`config.mk`:
```
export PLATFORM = sky130hd
export DESIGN_NAME = terrain_rgb_elevation_colormap_flat
export DESIGN_NICKNAME = d
export VERILOG_FILES = /design/src/design/trec_pkg.sv /design/src/design/trec_pixel_if.sv /design/src/design/trec_colour_if.sv /design/src/design/trec_seg.sv /design/src/design/trec_lerp.sv /design/src/design/terrain_rgb_elevation_colormap.sv /design/src/flat_wrapper.sv
export SDC_FILE = /design/constraint.sdc
export NUM_CORES = 2
export LEC_CHECK = 0
export ABC_AREA = 1
export ABC_CLOCK_PERIOD_IN_PS = 8500
export BUFFER_PORTS_ARGS = -buffer_cell sky130_fd_sc_hd__clkbuf_2
export CAP_MARGIN = 20
export CORE_MARGIN = 3
export CORE_UTILIZATION = 45
export DETAILED_ROUTE_END_ITERATION = 6
export PLACE_DENSITY_LB_ADDON = 0.05
export SYNTH_ARGS = -nofsm -noshare
export SYNTH_HDL_FRONTEND = slang
export SYNTH_SLANG_ARGS = --single-unit
export TNS_END_PERCENT = 10
```
`constraint.sdc`:
```
create_clock -name clk -period 8.5 [get_ports clk]
set_input_delay 0.425 -clock clk [delete_from_list [all_inputs] [get_ports clk]]
set_output_delay 0.425 -clock clk [all_outputs]
set_load 0.05 [all_outputs]
```
`src/design/trec_pkg.sv`:
```
`timescale 1ns / 1ps
// ----------------------------------------------------------------------------
// trec_pkg: shared constants and types of the terrain-RGB colour map
// Gradient stops, stop colours, per-segment span and reciprocal tables, and
// the payload passed from the segment stages to the interpolation stages.
// ----------------------------------------------------------------------------
package trec_pkg;

	localparam int NUM_STOPS   = 10;
	localparam int NUM_SEGS    = NUM_STOPS - 1;
	localparam int NUM_CH      = 3;
	localparam int CH_W        = 8;
	localparam int CODE_W      = 3 * CH_W;
	localparam int ELEV_W      = CODE_W + 1;
	localparam int SEG_W       = 4;
	localparam int OFF_W       = 14;
	localparam int DELTA_W     = CH_W + 1;
	localparam int MAG_W       = 7;
	localparam int RECIP_W     = 12;
	localparam int RECIP_SHIFT = 22;
	localparam int PROD_W      = OFF_W + MAG_W;
	localparam int WIDE_W      = PROD_W + RECIP_W;
	localparam int QUOT_W      = WIDE_W - RECIP_SHIFT;
	localparam int MUL_W       = QUOT_W + OFF_W;
	localparam int REM_W       = OFF_W + 1;
	localparam int SUM_W       = QUOT_W + 1;
	localparam int ELEV_BIAS   = 100000;

	// Gradient stops in decimetres
	localparam int STOP_DM [NUM_STOPS] = '{
		-2000, 0, 1500, 5000, 6500, 8500, 11000, 15000, 30000, 38000
	};

	// Stop colours, red / green / blue
	localparam logic [CH_W-1:0] STOP_RGB [NUM_STOPS][NUM_CH] = '{
		'{8'd20,  8'd60,  8'd150},
		'{8'd65,  8'd150, 8'd210},
		'{8'd180, 8'd220, 8'd140},
		'{8'd120, 8'd185, 8'd80},
		'{8'd190, 8'd160, 8'd90},
		'{8'd160, 8'd120, 8'd60},
		'{8'd130, 8'd90,  8'd50},
		'{8'd180, 8'd170, 8'd160},
		'{8'd220, 8'd215, 8'd210},
		'{8'd255, 8'd255, 8'd255}
	};

	// Segment widths in decimetres
	localparam logic [OFF_W-1:0] SEG_SPAN [NUM_SEGS] = '{
		14'd2000, 14'd1500, 14'd3500, 14'd1500, 14'd2000,
		14'd2500, 14'd4000, 14'd15000, 14'd8000
	};

	// floor(2^RECIP_SHIFT / span) for each segment
	localparam logic [RECIP_W-1:0] SEG_RECIP [NUM_SEGS] = '{
		12'd2097, 12'd2796, 12'd1198, 12'd2796, 12'd2097,
		12'd1677, 12'd1048, 12'd279,  12'd524
	};

	typedef logic signed [ELEV_W-1:0] elev_t;
	typedef logic [SEG_W-1:0]         seg_idx_t;

	// One pixel after segment lookup
	typedef struct packed {
		logic [OFF_W-1:0]               off;
		logic [OFF_W-1:0]               span;
		logic [RECIP_W-1:0]             recip;
		logic [NUM_CH-1:0][CH_W-1:0]    base;
		logic [NUM_CH-1:0][MAG_W-1:0]   mag;
		logic [NUM_CH-1:0]              neg;
	} seg_t;

endpackage

```
`src/design/trec_pixel_if.sv`:
```
`timescale 1ns / 1ps
// ----------------------------------------------------------------------------
// trec_pixel_if: terrain-RGB pixel channel
// Valid/ready channel carrying one encoded elevation pixel per request.
// ----------------------------------------------------------------------------
interface trec_pixel_if;
	logic       valid;
	logic       ready;
	logic [7:0] in_red;
	logic [7:0] in_green;
	logic [7:0] in_blue;

	modport source (output valid, output in_red, output in_green, output in_blue,
		input ready);
	modport sink (input valid, input in_red, input in_green, input in_blue,
		output ready);
endinterface

```
`src/design/trec_colour_if.sv`:
```
`timescale 1ns / 1ps
// ----------------------------------------------------------------------------
// trec_colour_if: gradient colour channel
// Valid/ready channel carrying one display colour per request.
// ----------------------------------------------------------------------------
interface trec_colour_if;
	logic       valid;
	logic       ready;
	logic [7:0] out_red;
	logic [7:0] out_green;
	logic [7:0] out_blue;

	modport source (output valid, output out_red, output out_green, output out_blue,
		input ready);
	modport sink (input valid, input out_red, input out_green, input out_blue,
		output ready);
endinterface

```
`src/design/trec_seg.sv`:
```
`timescale 1ns / 1ps
// ----------------------------------------------------------------------------
// trec_seg: elevation decode and segment lookup
// Stage 1 decodes the pixel and finds its gradient segment; stage 2 forms
// the offset into the segment and fetches the segment constants.
// ----------------------------------------------------------------------------
module trec_seg (
	input  logic          clk,
	input  logic          arst_n,
	trec_pixel_if.sink    pix,
	output logic          seg_valid,
	input  logic          seg_ready,
	output trec_pkg::seg_t seg
);
	import trec_pkg::*;

	logic     valid_s1, valid_s2;
	logic     rdy_s1, rdy_s2;
	elev_t    elev_c, elev_s1;
	seg_idx_t idx_c, idx_s1;
	logic     below_c, above_c, below_s1, above_s1;
	seg_t     seg_c, seg_s2;

	// Stall chain: a stage takes a request when empty or when it moves on
	assign rdy_s2    = !valid_s2 || seg_ready;
	assign rdy_s1    = !valid_s1 || rdy_s2;
	assign pix.ready = rdy_s1;

	// Decode elevation, find its segment and flag elevations outside the gradient
	always_comb begin
		elev_c  = elev_t'({1'b0, pix.in_red, pix.in_green, pix.in_blue}) - elev_t'(ELEV_BIAS);
		idx_c   = '0;
		for (int i = 1; i < NUM_STOPS - 1; i++) begin
			if (elev_c >= elev_t'(STOP_DM[i])) begin
				idx_c = SEG_W'(i);
			end
		end
		below_c = elev_c <= elev_t'(STOP_DM[0]);
		above_c = elev_c >= elev_t'(STOP_DM[NUM_STOPS-1]);
	end

	// Offset and segment constants; outside the gradient hold the end colour
	always_comb begin
		logic signed [DELTA_W-1:0] d;
		logic [SEG_W-1:0]          nxt;
		elev_t                     off_full;
		nxt       = SEG_W'(idx_s1 + 1'b1);
		off_full  = elev_s1 - elev_t'(STOP_DM[idx_s1]);
		seg_c.off   = (below_s1 || above_s1) ? '0 : OFF_W'(off_full);
		seg_c.span  = SEG_SPAN[idx_s1];
		seg_c.recip = SEG_RECIP[idx_s1];
		for (int k = 0; k < NUM_CH; k++) begin
			d = $signed({1'b0, STOP_RGB[nxt][k]}) - $signed({1'b0, STOP_RGB[idx_s1][k]});
			if (below_s1) begin
				seg_c.base[k] = STOP_RGB[0][k];
				seg_c.neg[k]  = 1'b0;
				seg_c.mag[k]  = '0;
			end else if (above_s1) begin
				seg_c.base[k] = STOP_RGB[NUM_STOPS-1][k];
				seg_c.neg[k]  = 1'b0;
				seg_c.mag[k]  = '0;
			end else begin
				seg_c.base[k] = STOP_RGB[idx_s1][k];
				seg_c.neg[k]  = d[DELTA_W-1];
				seg_c.mag[k]  = d[DELTA_W-1] ? MAG_W'(-d) : MAG_W'(d);
			end
		end
	end

	// Advance valid bits
	always_ff @(posedge clk or negedge arst_n) begin
		if (!arst_n) begin
			valid_s1 <= 1'b0;
			valid_s2 <= 1'b0;
		end else begin
			if (rdy_s1) begin
				valid_s1 <= pix.valid;
			end
			if (rdy_s2) begin
				valid_s2 <= valid_s1;
			end
		end
	end

	// Advance payload
	always_ff @(posedge clk) begin
		if (rdy_s1 && pix.valid) begin
			elev_s1  <= elev_c;
			idx_s1   <= idx_c;
			below_s1 <= below_c;
			above_s1 <= above_c;
		end
		if (rdy_s2 && valid_s1) begin
			seg_s2 <= seg_c;
		end
	end

	assign seg_valid = valid_s2;
	assign seg       = seg_s2;

endmodule

```
`src/design/trec_lerp.sv`:
```
`timescale 1ns / 1ps
// ----------------------------------------------------------------------------
// trec_lerp: per-channel interpolation
// Scales the offset by the colour step, divides by the segment span through
// a reciprocal multiply with one correction step, and adds the base colour.
// ----------------------------------------------------------------------------
module trec_lerp (
	input  logic           clk,
	input  logic           arst_n,
	input  logic           seg_valid,
	output logic           seg_ready,
	input  trec_pkg::seg_t seg,
	trec_colour_if.source  col
);
	import trec_pkg::*;

	logic valid_s3, valid_s4, valid_s5, valid_s6;
	logic rdy_s3, rdy_s4, rdy_s5, rdy_s6;

	logic [NUM_CH-1:0][PROD_W-1:0] n_c, n_s3, n_s4, n_s5;
	logic [NUM_CH-1:0][QUOT_W-1:0] q0_c, q0_s4, q0_s5;
	logic [NUM_CH-1:0][MUL_W-1:0]  qs_c, qs_s5;
	logic [NUM_CH-1:0][CH_W-1:0]   base_s3, base_s4, base_s5;
	logic [NUM_CH-1:0]             neg_s3, neg_s4, neg_s5;
	logic [OFF_W-1:0]              span_s3, span_s4, span_s5;
	logic [RECIP_W-1:0]            recip_s3;
	logic [NUM_CH-1:0][CH_W-1:0]   res_c, res_s6;

	// Stall chain
	assign rdy_s6    = !valid_s6 || col.ready;
	assign rdy_s5    = !valid_s5 || rdy_s6;
	assign rdy_s4    = !valid_s4 || rdy_s5;
	assign rdy_s3    = !valid_s3 || rdy_s4;
	assign seg_ready = rdy_s3;

	// Offset times colour step magnitude
	always_comb begin
		for (int k = 0; k < NUM_CH; k++) begin
			n_c[k] = {{MAG_W{1'b0}}, seg.off} * {{OFF_W{1'b0}}, seg.mag[k]};
		end
	end

	// Quotient estimate: one low or exact
	always_comb begin
		logic [WIDE_W-1:0] p;
		for (int k = 0; k < NUM_CH; k++) begin
			p        = {{RECIP_W{1'b0}}, n_s3[k]} * {{PROD_W{1'b0}}, recip_s3};
			q0_c[k]  = p[WIDE_W-1:RECIP_SHIFT];
		end
	end

	// Estimate times span
	always_comb begin
		for (int k = 0; k < NUM_CH; k++) begin
			qs_c[k] = {{OFF_W{1'b0}}, q0_s4[k]} * {{QUOT_W{1'b0}}, span_s4};
		end
	end

	// Correct quotient, round toward minus infinity, add base colour
	always_comb begin
		logic [REM_W-1:0]  r0;
		logic [REM_W-1:0]  rem;
		logic              adj;
		logic [QUOT_W-1:0] q;
		logic [QUOT_W-1:0] qc;
		logic [SUM_W-1:0]  sum;
		for (int k = 0; k < NUM_CH; k++) begin
			r0  = REM_W'({{(MUL_W-PROD_W){1'b0}}, n_s5[k]} - qs_s5[k]);
			adj = r0 >= {1'b0, span_s5};
			rem = adj ? REM_W'(r0 - {1'b0, span_s5}) : r0;
			q   = QUOT_W'(q0_s5[k] + QUOT_W'(adj));
			qc  = QUOT_W'(q + QUOT_W'(rem != '0));
			if (neg_s5[k]) begin
				sum = {{(SUM_W-CH_W){1'b0}}, base_s5[k]} - {1'b0, qc};
			end else begin
				sum = {{(SUM_W-CH_W){1'b0}}, base_s5[k]} + {1'b0, q};
			end
			res_c[k] = sum[CH_W-1:0];
		end
	end

	// Advance valid bits
	always_ff @(posedge clk or negedge arst_n) begin
		if (!arst_n) begin
			valid_s3 <= 1'b0;
			valid_s4 <= 1'b0;
			valid_s5 <= 1'b0;
			valid_s6 <= 1'b0;
		end else begin
			if (rdy_s3) begin
				valid_s3 <= seg_valid;
			end
			if (rdy_s4) begin
				valid_s4 <= valid_s3;
			end
			if (rdy_s5) begin
				valid_s5 <= valid_s4;
			end
			if (rdy_s6) begin
				valid_s6 <= valid_s5;
			end
		end
	end

	// Advance payload
	always_ff @(posedge clk) begin
		if (rdy_s3 && seg_valid) begin
			n_s3     <= n_c;
			base_s3  <= seg.base;
			neg_s3   <= seg.neg;
			span_s3  <= seg.span;
			recip_s3 <= seg.recip;
		end
		if (rdy_s4 && valid_s3) begin
			n_s4    <= n_s3;
			q0_s4   <= q0_c;
			base_s4 <= base_s3;
			neg_s4  <= neg_s3;
			span_s4 <= span_s3;
		end
		if (rdy_s5 && valid_s4) begin
			n_s5    <= n_s4;
			q0_s5   <= q0_s4;
			qs_s5   <= qs_c;
			base_s5 <= base_s4;
			neg_s5  <= neg_s4;
			span_s5 <= span_s4;
		end
		if (rdy_s6 && valid_s5) begin
			res_s6 <= res_c;
		end
	end

	assign col.valid     = valid_s6;
	assign col.out_red   = res_s6[0];
	assign col.out_green = res_s6[1];
	assign col.out_blue  = res_s6[2];

endmodule

```
`src/design/terrain_rgb_elevation_colormap.sv`:
```
`timescale 1ns / 1ps
// ----------------------------------------------------------------------------
// terrain_rgb_elevation_colormap: terrain-RGB pixel to gradient colour
// Use: drive terrain-RGB pixels into "terrain" and take display colours
// from "colour"; both are valid/ready channels, a request moves when valid
// and ready are high at a clock edge.
// Each pixel decodes to elevation in decimetres, R*65536+G*256+B-100000,
// and is mapped through a ten-stop gradient from -2000 dm to 38000 dm with
// exact integer interpolation rounded toward minus infinity.
// Throughput: one pixel per cycle; the six-stage pipeline (decode, segment
// constants, step multiply, reciprocal multiply, span multiply, correction)
// takes a new pixel every cycle while the sink keeps up.
// Stall: when the sink holds ready low, the colour holds in the output
// stage and the empty stages behind it keep filling; ready on "terrain" falls
// only once every stage holds a pixel. Nothing is dropped or repeated.
// Reset: arst_n low empties the pipeline at once; no pixel is lost in flight
// after reset as none is held, and the block takes pixels from the first
// cycle after release.
// ----------------------------------------------------------------------------
module terrain_rgb_elevation_colormap (
	input  logic          clk,
	input  logic          arst_n,
	trec_pixel_if.sink    terrain,
	trec_colour_if.source colour
);
	import trec_pkg::*;

	logic seg_valid;
	logic seg_ready;
	seg_t seg;

	// Decode and segment lookup
	trec_seg u_seg (
		.clk       (clk),
		.arst_n    (arst_n),
		.pix       (terrain),
		.seg_valid (seg_valid),
		.seg_ready (seg_ready),
		.seg       (seg)
	);

	// Interpolation and output register
	trec_lerp u_lerp (
		.clk       (clk),
		.arst_n    (arst_n),
		.seg_valid (seg_valid),
		.seg_ready (seg_ready),
		.seg       (seg),
		.col       (colour)
	);

endmodule

```
`src/flat_wrapper.sv`:
```
// flat-port wrapper written by rule: the top's interface ports become plain ports
module terrain_rgb_elevation_colormap_flat import trec_pkg::*;
  (clk, arst_n, terrain_valid, terrain_in_red, terrain_in_green, terrain_in_blue, terrain_ready, colour_valid, colour_out_red, colour_out_green, colour_out_blue, colour_ready);
  trec_pixel_if terrain_i ();
  trec_colour_if colour_i ();
  input  logic clk;
  input  logic arst_n;
  input wire logic [$bits(terrain_i.valid)-1:0] terrain_valid;
  input wire logic [$bits(terrain_i.in_red)-1:0] terrain_in_red;
  input wire logic [$bits(terrain_i.in_green)-1:0] terrain_in_green;
  input wire logic [$bits(terrain_i.in_blue)-1:0] terrain_in_blue;
  output wire logic [$bits(terrain_i.ready)-1:0] terrain_ready;
  output wire logic [$bits(colour_i.valid)-1:0] colour_valid;
  output wire logic [$bits(colour_i.out_red)-1:0] colour_out_red;
  output wire logic [$bits(colour_i.out_green)-1:0] colour_out_green;
  output wire logic [$bits(colour_i.out_blue)-1:0] colour_out_blue;
  input wire logic [$bits(colour_i.ready)-1:0] colour_ready;
  assign terrain_i.valid = terrain_valid;
  assign terrain_i.in_red = terrain_in_red;
  assign terrain_i.in_green = terrain_in_green;
  assign terrain_i.in_blue = terrain_in_blue;
  assign terrain_ready = terrain_i.ready;
  assign colour_valid = colour_i.valid;
  assign colour_out_red = colour_i.out_red;
  assign colour_out_green = colour_i.out_green;
  assign colour_out_blue = colour_i.out_blue;
  assign colour_i.ready = colour_ready;
  terrain_rgb_elevation_colormap u_core (.clk(clk), .arst_n(arst_n), .terrain(terrain_i), .colour(colour_i));
endmodule
```
After elaboration in Yosys (flattened, before gate mapping) --
Memory sizes are Yosys's and may differ from the RTL's. A register that Yosys moved wholly into a read port is not among the register bits. Cells that the tools add are included.
Storage, ports and cells: flip-flop bits (word level) 502, bits in latches 0, bits in writable memories 0, memory bits (read-only) 1696, logic and storage cells 164, memories 5
Memory list:
- (no name shown) | words 16, width 32, read ports 1, clocked after memory_dff 0, write ports 0, line trec_seg.sv:48 | off_full = elev_s1 - elev_t'(STOP_DM[idx_s1]);
- (no name shown) | words 16, width 24, read ports 1, clocked after memory_dff 0, write ports 0, line trec_seg.sv:53 | d = $signed({1'b0, STOP_RGB[nxt][k]}) - $signed({1'b0, STOP_RGB[idx_s1][k]});
- (no name shown) | words 16, width 24, read ports 1, clocked after memory_dff 0, write ports 0, line trec_seg.sv:63 | seg_c.base[k] = STOP_RGB[idx_s1][k];
- (no name shown) | words 16, width 14, read ports 1, clocked after memory_dff 1, write ports 0, line trec_seg.sv:50 | seg_c.span = SEG_SPAN[idx_s1];
- (no name shown) | words 16, width 12, read ports 1, clocked after memory_dff 1, write ports 0, line trec_seg.sv:51 | seg_c.recip = SEG_RECIP[idx_s1];
Cells by class: $add $sub $neg 27, $mul 9, divide/modulo/power cells 0, order comparisons 15, equal/unequal tests 0, shifts and indexed selects 0, multiplexer cells 25, bitwise operators 2, reductions and logical operators 23
Operators with widths (number):
- multiplier 21 x 12 -> 33 bit | 3
- 2-to-1 mux 24 bit | 4
- >= comparator 25 x 15 -> 1 bit (second input constant) | 3
- multiplier 14 x 7 -> 21 bit | 3
- >= comparator 25 x 14 -> 1 bit (second input constant) | 2
- adder 8 x 1 -> 8 bit | 6
- >= comparator 15 x 14 -> 1 bit | 3
- multiplier 11 x 14 -> 15 bit | 3
- 2-to-1 mux 15 bit | 3
- nonzero test 15 bit | 3
- subtractor 15 x 14 -> 15 bit | 3
- subtractor 15 bit | 3
- 2-to-1 mux 8 bit | 5
- 2-to-1 mux 14 bit | 2
- 2-to-1 mux 7 bit | 4
- subtractor 8 x 8 -> 9 bit | 3
- >= comparator 25 x 1 -> 1 bit (second input constant) | 1
- >= comparator 25 x 12 -> 1 bit (second input constant) | 1
- >= comparator 25 x 16 -> 1 bit (second input constant) | 1
- >= comparator 25 x 17 -> 1 bit (second input constant) | 1
- <= comparator 25 x 12 -> 1 bit (second input constant) | 1
- subtractor 24 x 17 -> 25 bit (second input constant) | 1
- adder 8 bit | 3
- subtractor 8 bit | 3
- other kinds (12) | 36

Logic depth before layout (Yosys ltp) --
depth in word-level cells 9, depth in mapped cells 42, gate-level depth less buffers 42

Cells and area by module --
Synthesis repeated with hierarchy kept, for this count alone.
Second synthesis, totals: cells, all modules 8082, area total of the unflattened synthesis 68460.7 um^2
By module, submodules not included:
- trec_lerp | times used 1, cells each 7126, area an instance 60885.9 um^2, seq. area each 12532.0 um^2
- trec_seg | times used 1, cells each 956, area an instance 7574.8 um^2, seq. area each 3203.1 um^2

Worst setup path before layout --
Ideal clock, no wire load.
path type register to register, from register u_core.u_lerp.valid_s6 (netlist: u_core.u_lerp.col.valid), to register u_core.u_lerp.base_s3[0] (netlist bit), enable pin, library setup time 0.589 ns, data arrival time 5.758 ns, required time 7.911 ns, slack 2.153 ns, cell stages (with the launch flop) 10, path buffers 0, clock period less this slack 6.347 ns, path through dfrtp_1 inv_1 nor2_1 inv_1 nor2_1 inv_1 nor2_1 inv_1 nor2_1 nor2_1
On the way: longest elaborated chain between the ends 6
Ends and longest elaborated chain:
- from (decl) | line trec_lerp.sv:17 | logic valid_s3, valid_s4, valid_s5, valid_s6;
- from (signal assigned) | line trec_lerp.sv:100 | valid_s6 <= valid_s5;
- zero test 1 bit | line trec_lerp.sv:30 | assign rdy_s6 = !valid_s6 || col.ready;
- logical OR 1 bit | line trec_lerp.sv:30
- logical OR 1 bit | line trec_lerp.sv:31 | assign rdy_s5 = !valid_s5 || rdy_s6;
- logical OR 1 bit | line trec_lerp.sv:32 | assign rdy_s4 = !valid_s4 || rdy_s5;
- logical OR 1 bit | line trec_lerp.sv:33 | assign rdy_s3 = !valid_s3 || rdy_s4;
- logical AND 1 bit | line trec_lerp.sv:107 | if (rdy_s3 && seg_valid) begin
- to (signal assigned) | line trec_lerp.sv:109 | base_s3 <= seg.base;
- to (decl) | line trec_lerp.sv:23 | logic [NUM_CH-1:0][CH_W-1:0] base_s3, base_s4, base_s5;
No other way between the ends. A chain may end at the register's enable or synchronous reset.

==> results.cfg <==
[status]
status = complete, no violations

[clock_tree]
cts_sinks = 512
cts_tree = done
cts-buffers-inserted = 67
cts.repair.resized = 0
clock_latency_ns = 0.67
clkTransAtPathRegs_ns = 0.06
clk_path_buf_depth = 3
cts_htree_levels = 3
root_buffer = clkbuf_16

[timing]
min_period_ns = 6.32
skew_ns = 0.0238
setup_slack_ns = 2.18
hold_slack_ns = 0.122
rsz0062_at_grt = no
post-route-period-util = 0.744
fmax_ghz = 0.158
worst_pin_slew_ns = 1.15
drv_slew = 0
final_hold_viol_count = 0
slew_headroom = 0.232
fin_tns_setup_ns = 0
finalSetupViolations = 0

[min_path]
hold_path.class = in2async

[critical_path]
crit_required_ns = 8.91
path_max_fanout = 5
ff2ff_setup_slack_ns = 2.18
crit_arrival_ns = 6.73
slowest_stage = fa_1
worst_setup_path_start_kind = register
end_kind = register
max_stage_delay_ns = 0.55
crit_type = reg2reg

[global_routing]
grt_max_degree = 114
grt_antenna_before_repair = 3
overflow = 0
grt_pass1_vias = 48400
track_usage = 0.234
grt_pass1_wl_mm = 270

[drt]
route.vias.total = 47000
drt_iter0_drc = 2750
wl_per_cell_microns = 17.9
drt-pass1-iter-count = 5
drc_errors = 0
viasPerCell = 5.01
final_antenna_net_count = 0
drt-total-wl_mm = 168

[floorplanning]
core-area_sq_um = 142000
die_w_microns = 385
chipHeight_microns = 385
ios = 54
initial_utilization = 0.455
die_area_sq_um = 148000
rows = 138

[placed_design]
placed_area_sq_um = 66800
routabilityCongestion = 0.878
hpwl_mm = 130
numPortBuffers = 53
dp_slack_ns = 2.19

[finish]
drive_gt1_frac = 0.0361
final_cell_area_sq_um = 69200
diodes = 0
n_fill_cell = 13800
nets = 8955
synthToLayoutAreaGrowth_pct = 7.20

[synth]
synth_seq_cells = 512
ys.flop_type = edfxtp_1
yosys.area_share.simple = 0.158
synth_top_area_frac = 0.280
netlist_instances = 7503
synth-adder-area-share = 0.396
ys_top_cells_by_count = 1951 x nand2_1, 1758 x inv_1, 904 x fa_1
seq_area_frac_synth = 0.238
yosys.cell_types.count = 60
synthMuxAreaShare = 0
ys_async_sr_fraction = 0.0117
synthTopCellsByArea = fa_1 28%, edfxtp_1 24%, ha_1 12%
synth_top_family_by_area = adder cells
synth-xor-area-share = 0.0352
netlist_area_sq_um = 64600
avgSynthCellArea_sq_um = 8.61
yosysTopAreaCell = fa_1
synth_most_common_cell = nand2_1
syn_nets = 9031
synth_edf_count = 506
synth_compound_area_frac = 0.0557
yosys_warnings = 0

[run]
drv_cap = 0
state kept, by name (all words and copies together), names as in the netlist, 4 cells and up:
name / count
u_core.u_lerp.n_s5: 45
u_core.u_seg.idx_s1: 4
u_core.u_lerp.span_s3: 11
u_core.u_lerp.base_s4: 24
u_core.u_lerp.q0_s5: 24
u_core.u_lerp.n_s4: 45
u_core.u_lerp.q0_s4: 33
u_core.u_seg.seg: 85
u_core.u_lerp.base_s5: 24
u_core.u_lerp.col.out_blue: 8
u_core.u_lerp.n_s3: 63
u_core.u_lerp.base_s3: 24
u_core.u_seg.elev_s1: 14
u_core.u_lerp.qs_s5: 39
u_core.u_lerp.span_s5: 12
u_core.u_lerp.span_s4: 12
u_core.u_lerp.recip_s3: 12
u_core.u_lerp.col.out_green: 8
u_core.u_lerp.col.out_red: 8
layout by cell type (no fill, tap or decap), types with 9 or more instances in the layout:
master,count
clkbuf_1,12
xnor2_1,94
o211ai_1,9
nand3b_1,16
nor2_1,324
o21ai_1,12
ha_1,596
nor4_1,14
or2_2,19
a21oi_1,295
a31oi_1,22
o21a_1,15
nand3_1,113
clkbuf_16,67
nor3_1,45
clkbuf_2,53
edfxtp_1,506
fa_1,904
a21o_1,23
buf_4,45
o21bai_1,21
inv_1,1756
bufinv_16,11
xor2_1,164
o21ai_0,193
nand2_1,1951
clkinv_1,14
nand4_1,29
nand2_2,16
kinds of logic (layout without fill, tap and decap cells):
group           after synthesis  count (layout)
buf+inv                    2029            2006
xor+xnor                    259             259
fa+ha+maj                  1500            1500
simple gates               2559            2559
flops                       512             512
compound gates              644             644
critical path: cells and delay by family, from the launching register on:
kind / cells / cell delay, ns
adders and majority gates: 5 / 1.78
buffers and inverters: 4 / 0.25
AOI/OAI and AO/OA: 12 / 1.81
DFF: 1 / 0.36
and+or+nand+nor: 12 / 1.74
xor gates and xnor gates: 1 / 0.14
final timing paths:
check / from / to / cells after the start
max: u_core.u_lerp.n_s5[24] / u_core.u_lerp.col.out_green[6] / 34
min: arst_n / u_core.u_seg.seg_valid / 2
max reg2reg: u_core.u_lerp.n_s5[24] / u_core.u_lerp.col.out_green[6] / 34
min reg2reg: u_core.u_seg.seg[25] / u_core.u_lerp.base_s3[1] / 0
max in group asynchronous: arst_n / u_core.u_lerp.col.valid / 2
min in group clk: terrain_in_green[4] / u_core.u_seg.elev_s1[12] / 3
per-layer routing:
layer	routed length, microns	vias to the layer above	share of wire	track usage
li1	-	22600	-	-
met1	80500	23200	0.48	0.343
met2	75300	968	0.45	0.370
met3	7410	200	0.044	0.0268
met4	4390	2	0.026	0.0573
met5	13	-	0.000078	0
per-stage QoR:
step / std cells / util
2_1_floorplan: 7503 / -
3_3_place_gp: 9239 / 0.470
3_5_place_dp: 9240 / 0.470
4_1_cts: 9370 / 0.487
5_1_grt: 9370 / 0.487
6_report: 9370 / 0.487
layout make-up:
cell class,count,area [sq um],share of cell area
clock buffers,81,1750,0.0253
clock inverters,41,623,0.00900
inverters,1769,6650,0.0960
multi-input cells,4962,41600,0.601
flip-flops and latches,512,15300,0.222
well taps,1890,2360,0.0342
repair buffers,115,871,0.0126
timing repair:
action	CTS	global route
buffers inserted	0	0
hold endpoints to repair	13	0
hold buffers	8	0
Power is left out: the tool's default activity adds up to more than one toggle a clock period on the data nets, which glitch-free logic cannot reach.
